`src/rtl/core/swbt_pkg.sv`:
```
// Shared types and constants for the walking-bit memory tester.
// No dependencies; used by the register file, step logic and top level.
`timescale 1ns / 1ps

package swbt_pkg;

	localparam int ADDR_W   = 16;
	localparam int SIZE_W   = 11;
	localparam int FAULT_W  = 32;
	localparam int BYTES_W  = 11;
	localparam int BITS_W   = 14;
	localparam int OUT_W    = 96;
	localparam int CMP_W    = 17;
	localparam int PADDR_W  = 4;

	localparam logic [1:0] REG_BASE = 2'd0;
	localparam logic [1:0] REG_SIZE = 2'd1;
	localparam logic [1:0] REG_BIT6 = 2'd2;
	localparam logic [1:0] REG_MODE = 2'd3;

	localparam logic [ADDR_W-1:0] BASE_RESET = 16'h3C00;
	localparam logic [SIZE_W-1:0] SIZE_RESET = 11'd1024;

	localparam logic [7:0] FILL_ZEROS = 8'h00;
	localparam logic [7:0] FILL_ONES  = 8'hFF;
	localparam logic [7:0] LANES_ALL  = 8'hFF;
	localparam logic [7:0] LANES_NO6  = 8'hBF;
	localparam logic [2:0] LANE6      = 3'd6;
	localparam logic [2:0] BIT_LOW    = 3'd0;
	localparam logic [2:0] BIT_HIGH   = 3'd7;

	localparam logic OP_START   = 1'b0;
	localparam logic OP_ADVANCE = 1'b1;

	typedef enum logic [2:0] {
		PH_IDLE,
		PH_FILL,
		PH_TREAD,
		PH_TWRITE,
		PH_SCAN,
		PH_RESTORE,
		PH_DONE
	} phase_t;

	typedef enum logic [1:0] {
		PEND_NONE,
		PEND_TARGET,
		PEND_SCAN
	} pend_t;

	typedef struct packed {
		logic [ADDR_W-1:0] base;
		logic [SIZE_W-1:0] size;
		logic              bit6;
		logic              mode;
	} run_t;

	typedef struct packed {
		logic [FAULT_W-1:0] fault_total;
		logic [7:0]         lane_failures;
		logic [BYTES_W-1:0] byte_total;
		logic [BITS_W-1:0]  bit_total;
	} stats_t;

	typedef struct packed {
		logic [ADDR_W-1:0] mem_address;
		logic              mem_write;
		logic [7:0]        write_data;
		logic              done_res;
	} cmd_t;

endpackage

```
`src/rtl/core/swbt_regs.sv`:
```
// APB configuration registers of the walking-bit memory tester.
// Depends on swbt_pkg for register codes and reset values.
`timescale 1ns / 1ps

module swbt_regs (
	input  logic                          clk,
	input  logic                          arst_n,
	input  logic                          psel,
	input  logic                          penable,
	input  logic                          pwrite,
	input  logic [swbt_pkg::PADDR_W-1:0]  paddr,
	input  logic [31:0]                   pwdata,
	output logic [31:0]                   prdata,
	output logic                          pready,
	output swbt_pkg::run_t                cfg
);

	logic          wr_en;
	logic [1:0]    reg_idx;
	swbt_pkg::run_t cfg_q;

	assign pready  = 1'b1;
	assign reg_idx = paddr[3:2];
	assign wr_en   = psel && penable && pwrite && pready;
	assign cfg     = cfg_q;

	always_ff @(posedge clk or negedge arst_n) begin
		if (!arst_n) begin
			cfg_q.base <= swbt_pkg::BASE_RESET;
			cfg_q.size <= swbt_pkg::SIZE_RESET;
			cfg_q.bit6 <= 1'b1;
			cfg_q.mode <= 1'b0;
		end else if (wr_en) begin
			case (reg_idx)
				swbt_pkg::REG_BASE: cfg_q.base <= pwdata[swbt_pkg::ADDR_W-1:0];
				swbt_pkg::REG_SIZE: cfg_q.size <= pwdata[swbt_pkg::SIZE_W-1:0];
				swbt_pkg::REG_BIT6: cfg_q.bit6 <= pwdata[0];
				swbt_pkg::REG_MODE: cfg_q.mode <= pwdata[0];
				default: ;
			endcase
		end
	end

	always_comb begin
		case (reg_idx)
			swbt_pkg::REG_BASE: prdata = 32'(cfg_q.base);
			swbt_pkg::REG_SIZE: prdata = 32'(cfg_q.size);
			swbt_pkg::REG_BIT6: prdata = 32'(cfg_q.bit6);
			swbt_pkg::REG_MODE: prdata = 32'(cfg_q.mode);
			default:            prdata = '0;
		endcase
	end

endmodule

```
`src/rtl/core/swbt_step.sv`:
```
// Next-state and command logic for one step of the walking-bit sequencer.
// Purely combinational; depends on swbt_pkg.
`timescale 1ns / 1ps

module swbt_step #(
	parameter int MAX_REGION_BYTES = 1024,
	localparam int OFF_W = (MAX_REGION_BYTES > 1) ? $clog2(MAX_REGION_BYTES) : 1
) (
	input  logic                 op,
	input  logic [7:0]           rd,
	input  swbt_pkg::run_t       cfg,
	input  swbt_pkg::run_t       run,
	input  swbt_pkg::phase_t     phase,
	input  swbt_pkg::pend_t      pend,
	input  logic [OFF_W-1:0]     tgt,
	input  logic [2:0]           bitp,
	input  logic [OFF_W-1:0]     scan,
	input  logic [7:0]           saved,
	input  swbt_pkg::stats_t     stats,
	output swbt_pkg::run_t       run_n,
	output swbt_pkg::phase_t     phase_n,
	output swbt_pkg::pend_t      pend_n,
	output logic [OFF_W-1:0]     tgt_n,
	output logic [2:0]           bitp_n,
	output logic [OFF_W-1:0]     scan_n,
	output logic [7:0]           saved_n,
	output swbt_pkg::stats_t     stats_n,
	output swbt_pkg::cmd_t       cmd
);

	localparam int CW = swbt_pkg::CMP_W;

	always_comb begin
		logic [swbt_pkg::SIZE_W-1:0] size_eff;
		logic [7:0]                  allowed;
		logic [7:0]                  rel;
		logic [7:0]                  bad;
		logic [7:0]                  m;
		logic [3:0]                  nbad;
		logic [swbt_pkg::FAULT_W:0]  fsum;
		logic [2:0]                  first_b;
		logic [2:0]                  nb;
		logic                        wrap;
		logic [OFF_W-1:0]            last_off;

		// latch configuration at start, clamping the region size
		size_eff = (cfg.size == '0) ? swbt_pkg::SIZE_W'(1) : cfg.size;
		if (CW'(size_eff) > CW'(MAX_REGION_BYTES))
			size_eff = swbt_pkg::SIZE_W'(MAX_REGION_BYTES);

		run_n   = run;
		phase_n = phase;
		pend_n  = pend;
		tgt_n   = tgt;
		bitp_n  = bitp;
		scan_n  = scan;
		saved_n = saved;
		stats_n = stats;
		bad     = '0;
		rel     = '0;
		cmd     = '0;
		allowed = '0;
		nb      = '0;
		wrap    = 1'b0;

		if (op == swbt_pkg::OP_START) begin
			run_n.base = cfg.base;
			run_n.size = size_eff;
			run_n.bit6 = cfg.bit6;
			run_n.mode = cfg.mode;
			phase_n    = swbt_pkg::PH_FILL;
			pend_n     = swbt_pkg::PEND_NONE;
			tgt_n      = '0;
			bitp_n     = '0;
			scan_n     = '0;
			saved_n    = '0;
			stats_n    = '0;
		end else begin
			allowed = run.bit6 ? swbt_pkg::LANES_ALL : swbt_pkg::LANES_NO6;
			case (pend)
				swbt_pkg::PEND_TARGET: begin
					rel     = (8'd1 << bitp) & allowed;
					saved_n = rd;
				end
				swbt_pkg::PEND_SCAN: begin
					rel = allowed;
					if (scan == tgt)
						rel = rel & ~(8'd1 << bitp);
					// step the scan pointer, or end the scan at the region edge
					if (run.mode) begin
						if (scan == '0)
							phase_n = swbt_pkg::PH_RESTORE;
						else
							scan_n = scan - OFF_W'(1);
					end else begin
						if ((CW'(scan) + CW'(1)) >= CW'(run.size))
							phase_n = swbt_pkg::PH_RESTORE;
						else
							scan_n = scan + OFF_W'(1);
					end
				end
				default: rel = '0;
			endcase
			bad = run.mode ? (~rd & rel) : (rd & rel);
			pend_n = swbt_pkg::PEND_NONE;
		end

		nbad = '0;
		for (int i = 0; i < 8; i++)
			nbad = nbad + 4'(bad[i]);
		fsum = {1'b0, stats_n.fault_total} + (swbt_pkg::FAULT_W + 1)'(nbad);
		stats_n.fault_total   = fsum[swbt_pkg::FAULT_W] ? '1 :
			fsum[swbt_pkg::FAULT_W-1:0];
		stats_n.lane_failures = stats_n.lane_failures | bad;

		first_b  = run_n.mode ? swbt_pkg::BIT_HIGH : swbt_pkg::BIT_LOW;
		last_off = OFF_W'(run_n.size - swbt_pkg::SIZE_W'(1));
		m        = 8'd1 << bitp_n;

		case (phase_n)
			swbt_pkg::PH_FILL: begin
				cmd.mem_address = run_n.base + swbt_pkg::ADDR_W'(scan_n);
				cmd.mem_write   = 1'b1;
				cmd.write_data  = run_n.mode ? swbt_pkg::FILL_ONES : swbt_pkg::FILL_ZEROS;
				if ((CW'(scan_n) + CW'(1)) >= CW'(run_n.size)) begin
					phase_n = swbt_pkg::PH_TREAD;
					tgt_n   = run_n.mode ? last_off : '0;
					bitp_n  = first_b;
					scan_n  = '0;
				end else begin
					scan_n = scan_n + OFF_W'(1);
				end
			end
			swbt_pkg::PH_TREAD: begin
				cmd.mem_address = run_n.base + swbt_pkg::ADDR_W'(tgt_n);
				if (bitp_n == first_b && stats_n.byte_total != '1)
					stats_n.byte_total = stats_n.byte_total + swbt_pkg::BYTES_W'(1);
				if (stats_n.bit_total != '1)
					stats_n.bit_total = stats_n.bit_total + swbt_pkg::BITS_W'(1);
				pend_n  = swbt_pkg::PEND_TARGET;
				phase_n = swbt_pkg::PH_TWRITE;
			end
			swbt_pkg::PH_TWRITE: begin
				cmd.mem_address = run_n.base + swbt_pkg::ADDR_W'(tgt_n);
				cmd.mem_write   = 1'b1;
				cmd.write_data  = run_n.mode ? (saved_n & ~m) : m;
				scan_n          = run_n.mode ? last_off : '0;
				phase_n         = swbt_pkg::PH_SCAN;
			end
			swbt_pkg::PH_SCAN: begin
				cmd.mem_address = run_n.base + swbt_pkg::ADDR_W'(scan_n);
				pend_n          = swbt_pkg::PEND_SCAN;
			end
			swbt_pkg::PH_RESTORE: begin
				cmd.mem_address = run_n.base + swbt_pkg::ADDR_W'(tgt_n);
				cmd.mem_write   = 1'b1;
				cmd.write_data  = run_n.mode ? (saved_n | m) : swbt_pkg::FILL_ZEROS;
				// next bit in walk order, skipping lane 6 when disabled
				if (run_n.mode) begin
					wrap = (bitp_n == swbt_pkg::BIT_LOW);
					nb   = bitp_n - 3'd1;
				end else begin
					wrap = (bitp_n == swbt_pkg::BIT_HIGH);
					nb   = bitp_n + 3'd1;
				end
				if (nb == swbt_pkg::LANE6 && !run_n.bit6)
					nb = run_n.mode ? (nb - 3'd1) : (nb + 3'd1);
				phase_n = swbt_pkg::PH_TREAD;
				if (!wrap) begin
					bitp_n = nb;
				end else if (run_n.mode) begin
					if (tgt_n == '0) begin
						phase_n = swbt_pkg::PH_DONE;
					end else begin
						tgt_n  = tgt_n - OFF_W'(1);
						bitp_n = first_b;
					end
				end else begin
					if ((CW'(tgt_n) + CW'(1)) >= CW'(run_n.size)) begin
						phase_n = swbt_pkg::PH_DONE;
					end else begin
						tgt_n  = tgt_n + OFF_W'(1);
						bitp_n = first_b;
					end
				end
			end
			default: cmd.done_res = 1'b1;
		endcase
	end

endmodule

```
`src/rtl/core/sram_walking_bit_tester.sv`:
```
// Walking-bit memory self-test sequencer, top level.
// Depends on swbt_pkg, swbt_regs and swbt_step.
`timescale 1ns / 1ps

// Usage:
//  Slave stream s_*: one item per memory step. s_tuser is the op (0 starts a
//  run and latches the configuration, 1 advances one step); s_tdata carries the
//  byte read back for the read command issued by the previous result.
//  Master stream m_*: one result per accepted item, holding the command to
//  issue (address, write flag, write data), the done flag and the running
//  fault, lane, byte and bit statistics.
//  APB port: base address, region size, lane 6 enable and pattern mode at byte
//  addresses 0, 4, 8 and 12; changes apply at the next start.
//  Output: a result appears on m_tvalid in the cycle after its item is accepted.
//  Throughput: one item per cycle unless m_tready stalls the output; the whole
//  step is resolved between the sequencer state registers and the output register.
//  Reset: the sequencer goes idle and every advance reports done until a start.
//  Stall: while m_tready is low with a result waiting, s_tready drops and the
//  result holds; an item is still taken in the cycle the result is drained.
module sram_walking_bit_tester #(
	parameter int MAX_REGION_BYTES = 1024
) (
	input  logic                          clk,
	input  logic                          arst_n,
	input  logic                          psel,
	input  logic                          penable,
	input  logic                          pwrite,
	input  logic [swbt_pkg::PADDR_W-1:0]  paddr,
	input  logic [31:0]                   pwdata,
	output logic [31:0]                   prdata,
	output logic                          pready,
	input  logic                          s_tvalid,
	output logic                          s_tready,
	input  logic [7:0]                    s_tdata,  // [7:0] read_data
	input  logic                          s_tuser,  // [0] op
	output logic                          m_tvalid,
	input  logic                          m_tready,
	// [15:0] mem_address, [16] mem_write, [24:17] write_data, [25] done_res,
	// [57:26] fault_count, [65:58] lane_fail_mask, [76:66] bytes_tested,
	// [90:77] bits_tested, [95:91] zero
	output logic [swbt_pkg::OUT_W-1:0]    m_tdata
);

	localparam int OFF_W = (MAX_REGION_BYTES > 1) ? $clog2(MAX_REGION_BYTES) : 1;
	localparam int PAD_W = swbt_pkg::OUT_W - 91;

	swbt_pkg::run_t   cfg;
	swbt_pkg::run_t   run_q, run_n;
	swbt_pkg::phase_t phase_q, phase_n;
	swbt_pkg::pend_t  pend_q, pend_n;
	logic [OFF_W-1:0] tgt_q, tgt_n;
	logic [OFF_W-1:0] scan_q, scan_n;
	logic [2:0]       bitp_q, bitp_n;
	logic [7:0]       saved_q, saved_n;
	swbt_pkg::stats_t stats_q, stats_n;
	swbt_pkg::cmd_t   cmd;

	logic                       s_fire;
	logic                       m_tvalid_q;
	logic [swbt_pkg::OUT_W-1:0] m_tdata_q;

	swbt_regs u_regs (
		.clk     (clk),
		.arst_n  (arst_n),
		.psel    (psel),
		.penable (penable),
		.pwrite  (pwrite),
		.paddr   (paddr),
		.pwdata  (pwdata),
		.prdata  (prdata),
		.pready  (pready),
		.cfg     (cfg)
	);

	swbt_step #(
		.MAX_REGION_BYTES (MAX_REGION_BYTES)
	) u_step (
		.op      (s_tuser),
		.rd      (s_tdata),
		.cfg     (cfg),
		.run     (run_q),
		.phase   (phase_q),
		.pend    (pend_q),
		.tgt     (tgt_q),
		.bitp    (bitp_q),
		.scan    (scan_q),
		.saved   (saved_q),
		.stats   (stats_q),
		.run_n   (run_n),
		.phase_n (phase_n),
		.pend_n  (pend_n),
		.tgt_n   (tgt_n),
		.bitp_n  (bitp_n),
		.scan_n  (scan_n),
		.saved_n (saved_n),
		.stats_n (stats_n),
		.cmd     (cmd)
	);

	assign s_tready = !m_tvalid_q || m_tready;
	assign s_fire   = s_tvalid && s_tready;
	assign m_tvalid = m_tvalid_q;
	assign m_tdata  = m_tdata_q;

	always_ff @(posedge clk or negedge arst_n) begin
		if (!arst_n) begin
			run_q.base <= '0;
			run_q.size <= swbt_pkg::SIZE_W'(1);
			run_q.bit6 <= 1'b1;
			run_q.mode <= 1'b0;
			phase_q    <= swbt_pkg::PH_IDLE;
			pend_q     <= swbt_pkg::PEND_NONE;
			tgt_q      <= '0;
			scan_q     <= '0;
			bitp_q     <= '0;
			saved_q    <= '0;
			stats_q    <= '0;
			m_tvalid_q <= 1'b0;
		end else begin
			if (s_fire) begin
				run_q   <= run_n;
				phase_q <= phase_n;
				pend_q  <= pend_n;
				tgt_q   <= tgt_n;
				scan_q  <= scan_n;
				bitp_q  <= bitp_n;
				saved_q <= saved_n;
				stats_q <= stats_n;
			end
			// hold the result until taken
			if (s_fire)
				m_tvalid_q <= 1'b1;
			else if (m_tready)
				m_tvalid_q <= 1'b0;
		end
	end

	always_ff @(posedge clk) begin
		if (s_fire)
			m_tdata_q <= {{PAD_W{1'b0}}, stats_n.bit_total, stats_n.byte_total,
				stats_n.lane_failures, stats_n.fault_total, cmd.done_res,
				cmd.write_data, cmd.mem_write, cmd.mem_address};
	end

endmodule

```
`config.mk`:
```
export PLATFORM = sky130hd
export DESIGN_NAME = sram_walking_bit_tester
export DESIGN_NICKNAME = d
export VERILOG_FILES = /design/src/rtl/core/swbt_pkg.sv /design/src/rtl/core/swbt_regs.sv /design/src/rtl/core/swbt_step.sv /design/src/rtl/core/sram_walking_bit_tester.sv
export SDC_FILE = /design/constraint.sdc
export NUM_CORES = 1
export LEC_CHECK = 0
export BUFFER_PORTS_ARGS = -buffer_cell sky130_fd_sc_hd__buf_2
export CAP_MARGIN = 10
export CORE_ASPECT_RATIO = 1.25
export CORE_MARGIN = 3
export CORE_UTILIZATION = 49
export DETAILED_ROUTE_END_ITERATION = 8
export GPL_TIMING_DRIVEN = 0
export HOLD_SLACK_MARGIN = 0.15
export PLACE_DENSITY = 0.79
export SLEW_MARGIN = 20
export SYNTH_ARGS = -nofsm -noshare
export SYNTH_HDL_FRONTEND = slang
export SYNTH_HIERARCHICAL = 1
export SYNTH_SLANG_ARGS = --single-unit
```
`constraint.sdc`:
```
create_clock -name clk -period 15.2 [get_ports clk]
set_clock_uncertainty 0.05 [all_clocks]
set_input_delay 3.04 -clock clk [delete_from_list [all_inputs] [get_ports clk]]
set_output_delay 3.04 -clock clk [all_outputs]
set_load 0.02 [all_outputs]
```
==> impl_metrics.toml <==
[cells_and_area]
n_fill_cell = 2793
multi_input_area_mm2 = 0.00896
synthToLayoutAreaGrowth_pct = 13.7
layout_commonest_cell = "buf_2"
drive_gt1_share_pct = 25.2
final_core_util_pct = 57.1
mostFrequentLayoutCells = "buf_2, dfrtp_1, nand2_1, nor2_1, mux2_4"
register_area_mm2 = 0.00675
finalNetCount = 1907

[critical_path]
cp.arrival_ns = 11.76
required_ns = 15.59
cp_top_family = "buffers and inverters"
cp.buffers_inverters = 11
crit_top_cell = "clkbuf_1"
end_kind = "register"
cp-start-kind = "primary input"
cp.depth = 25
slowest_delay_ns = 0.63
crit_fanout = 10
reg2reg_depth = 30
critPathKind = "in -> reg"
cp_slowest_cell = "clkbuf_1"

[logic_synthesis]
async_reset_ff_share_pct = 63.7
ys_types = 91
yosys_warnings = 6
ys.flop_type = "dfrtp_1"
synth_edf_count = 91
synth_area_leader_cell = "dfrtp_1"
netlist_top_cells_area = "dfrtp_1, edfxtp_1, mux2_4"
netlist_area_mm2 = 0.0166
syn_inst = 1599
ys_seq_area_share_pct = 40.7
synth_top_area_share_pct = 22.9
yosys_register_bits = 251
syn_area_per_cell_um2 = 10.4

[floorplan]
design.portCount = 183
die_area_mm2 = 0.0361
core_area_mm2 = 0.0331
start_util_pct = 50.2
die_w_um = 171
die_y_um = 212
rows = 74

[timing]
post-route-period-util_pct = 74.8
rsz0062_at_grt = "false"
setup_tns_ns = 0
fmax_ghz = 0.0879
drv_slew = 0
period_needed_ns = 11.37
relSlewSlack_pct = 23.5
timing.final.hold_violations = 0
fin_hold_ws_ns = 0.458
worst_slew_pin_slew_ns = 1.13
setup_violations = 0

[power_and_ir_drop]
power.density_mw_per_mm2 = 138
vdd_drop_max_mv = 0.0947
totalPowerFinal_w = 0.00261
p_leak_nw = 8.53

[place]
place_congestion = 0.962
portBuffers = 139
hpwlAfterDp_um = 35600

[route]
dr.pass1.iters = 8
post_drt_wl_per_cell_um = 21.9
via_count = 13553
antenna_left = 0
drc = 0
drtIter0Drc = 1242
finalWirelength_um = 48800
vias_per_cell = 6.09

[clock_tree]
ctsHoldBuffers = 0
h-tree-depth = 1
cts_tree = "done"
cts_made_buffers = 27
cts_sinks = 251
postCtsSetupRepairBufs = 0
clk_pin_slew_ns = 0.07
clockBufferDepth = 3
clock-root-buffer = "clkbuf_16"
insertion_delay_ns = 0.56
post_cts_resize_count = 0

[global_routing]
grt_pass1_vias = 13500
grt_max_degree = 101
grt_overflow = 0
grt_first_pass_wirelength_um = 75400
antenna_found_initial = 1
grt_usage_pct = 26.5

[worst_hold_path]
min_path_cells = 1
hold_class = "reg -> reg"

[run]
maxCapViolCount = 0

[status]
status = "complete, no violations"
==> kinds of logic (layout without fill, tap and decap cells) <==
group | after synthesis | after routing | synth area share [%]
AND/OR/NAND/NOR | 509 | 509 | 15.4
AO/OA/AOI/OAI | 288 | 288 | 11.2
buffers and inverters | 175 | 365 | 5.85
other | 3 | 23 | 0.0679
XOR/XNOR | 99 | 99 | 5.23
multiplexers | 206 | 206 | 16.1
flip-flops | 251 | 251 | 40.7
adder cells (fa/ha/maj) | 68 | 68 | 5.45
==> layout make-up <==
| class | count | share of cell area, % |
|---|---|---|
| Sequential cell | 251 | 35.8 |
| Inverter | 61 | 1.21 |
| Clock buffer | 33 | 3.86 |
| Buffer | 114 | 3.93 |
| Clock inverter | 17 | 1.03 |
| Tap cell | 418 | 2.77 |
| Antenna cell | 1 | 0.0133 |
| Multi-Input combinational cell | 1192 | 47.5 |
| Timing Repair Buffer | 140 | 3.89 |
==> synthesized netlist by cell type, drive strengths merged (4+ instances only) <==
master / instances
mux2: 178
dfrtp: 152
nand2: 151
nor2: 114
edfxtp: 91
o21ai: 80
a21oi: 75
buf: 63
ha: 61
inv: 60
clkbuf: 51
nand3: 50
xnor2: 50
xor2: 49
nand4: 32
nor3: 32
mux2i: 27
and3: 23
and2: 22
a21o: 15
nand2b: 14
a31oi: 13
nor2b: 13
nor4: 12
o211ai: 12
o221ai: 11
or3: 11
a221o: 10
nor3b: 9
o22ai: 9
dfstp: 8
o31ai: 8
fa: 7
o21a: 7
or2: 7
o311ai: 6
a221oi: 5
a22oi: 5
a211oi: 4
o31a: 4
or4: 4
==> final timing paths <==
check	start	endpoint	slack, ns
max	s_tuser	stats_q[37]	3.83
min	scan_q[8]	scan_q[8]	0.46
max reg2reg	scan_q[1]	bitp_q[0]	6.85
min reg2reg	scan_q[8]	scan_q[8]	0.46
max in group asynchronous	arst_n	u_regs/cfg[26]	11.81
min in group asynchronous	arst_n	stats_q[30]	2.38
==> worst register-to-register path: cells and delay by family, from the launching register on <==
family          cells  cell delay, ns
compound gates      9            2.27
xor+xnor            2            0.45
fa+ha+maj           3            0.87
buf+inv             5            1.43
flops               1            0.39
mux                 1            0.26
simple gates       10            2.53
==> flip-flops by register name, indices dropped and copies added (netlist names) <==
signal and cells:
tgt_q 10, saved_q 8, pend_q 2, stats_q 65, bitp_q 3, phase_q 3, m_tdata 91, scan_q 10
run_q 29, m_tvalid 1, u_regs/cfg 29
==> per-layer routing <==
metal	vias up	wire length (um)	track usage (%)
li1	6112	-	-
met1	6631	19300	33.4
met2	649	23500	44.5
met3	159	3390	3.87
met4	2	2600	13.3
met5	-	13	0
==> through the flow <==
stage	worst slack, ns	std cells	cell area, um^2
after CTS	4.00	2226	18900
after floorplan	6.04	1618	16700
after detailed placement	3.43	2176	17900
after global placement	3.56	2175	17900
after global routing	3.59	2226	18900
final	3.83	2227	18900
==> power by group <==
group | switching, W | leakage (nW) | total (W) | internal (W)
sequential | 0.0000780 | 3.02 | 0.000891 | 0.000813
combinational | 0.000643 | 5.07 | 0.00103 | 0.000392
clock | 0.000288 | 0.442 | 0.000684 | 0.000396
total | 0.00101 | 8.53 | 0.00261 | 0.00160
Note: power is estimated with default switching activity, not from simulation.
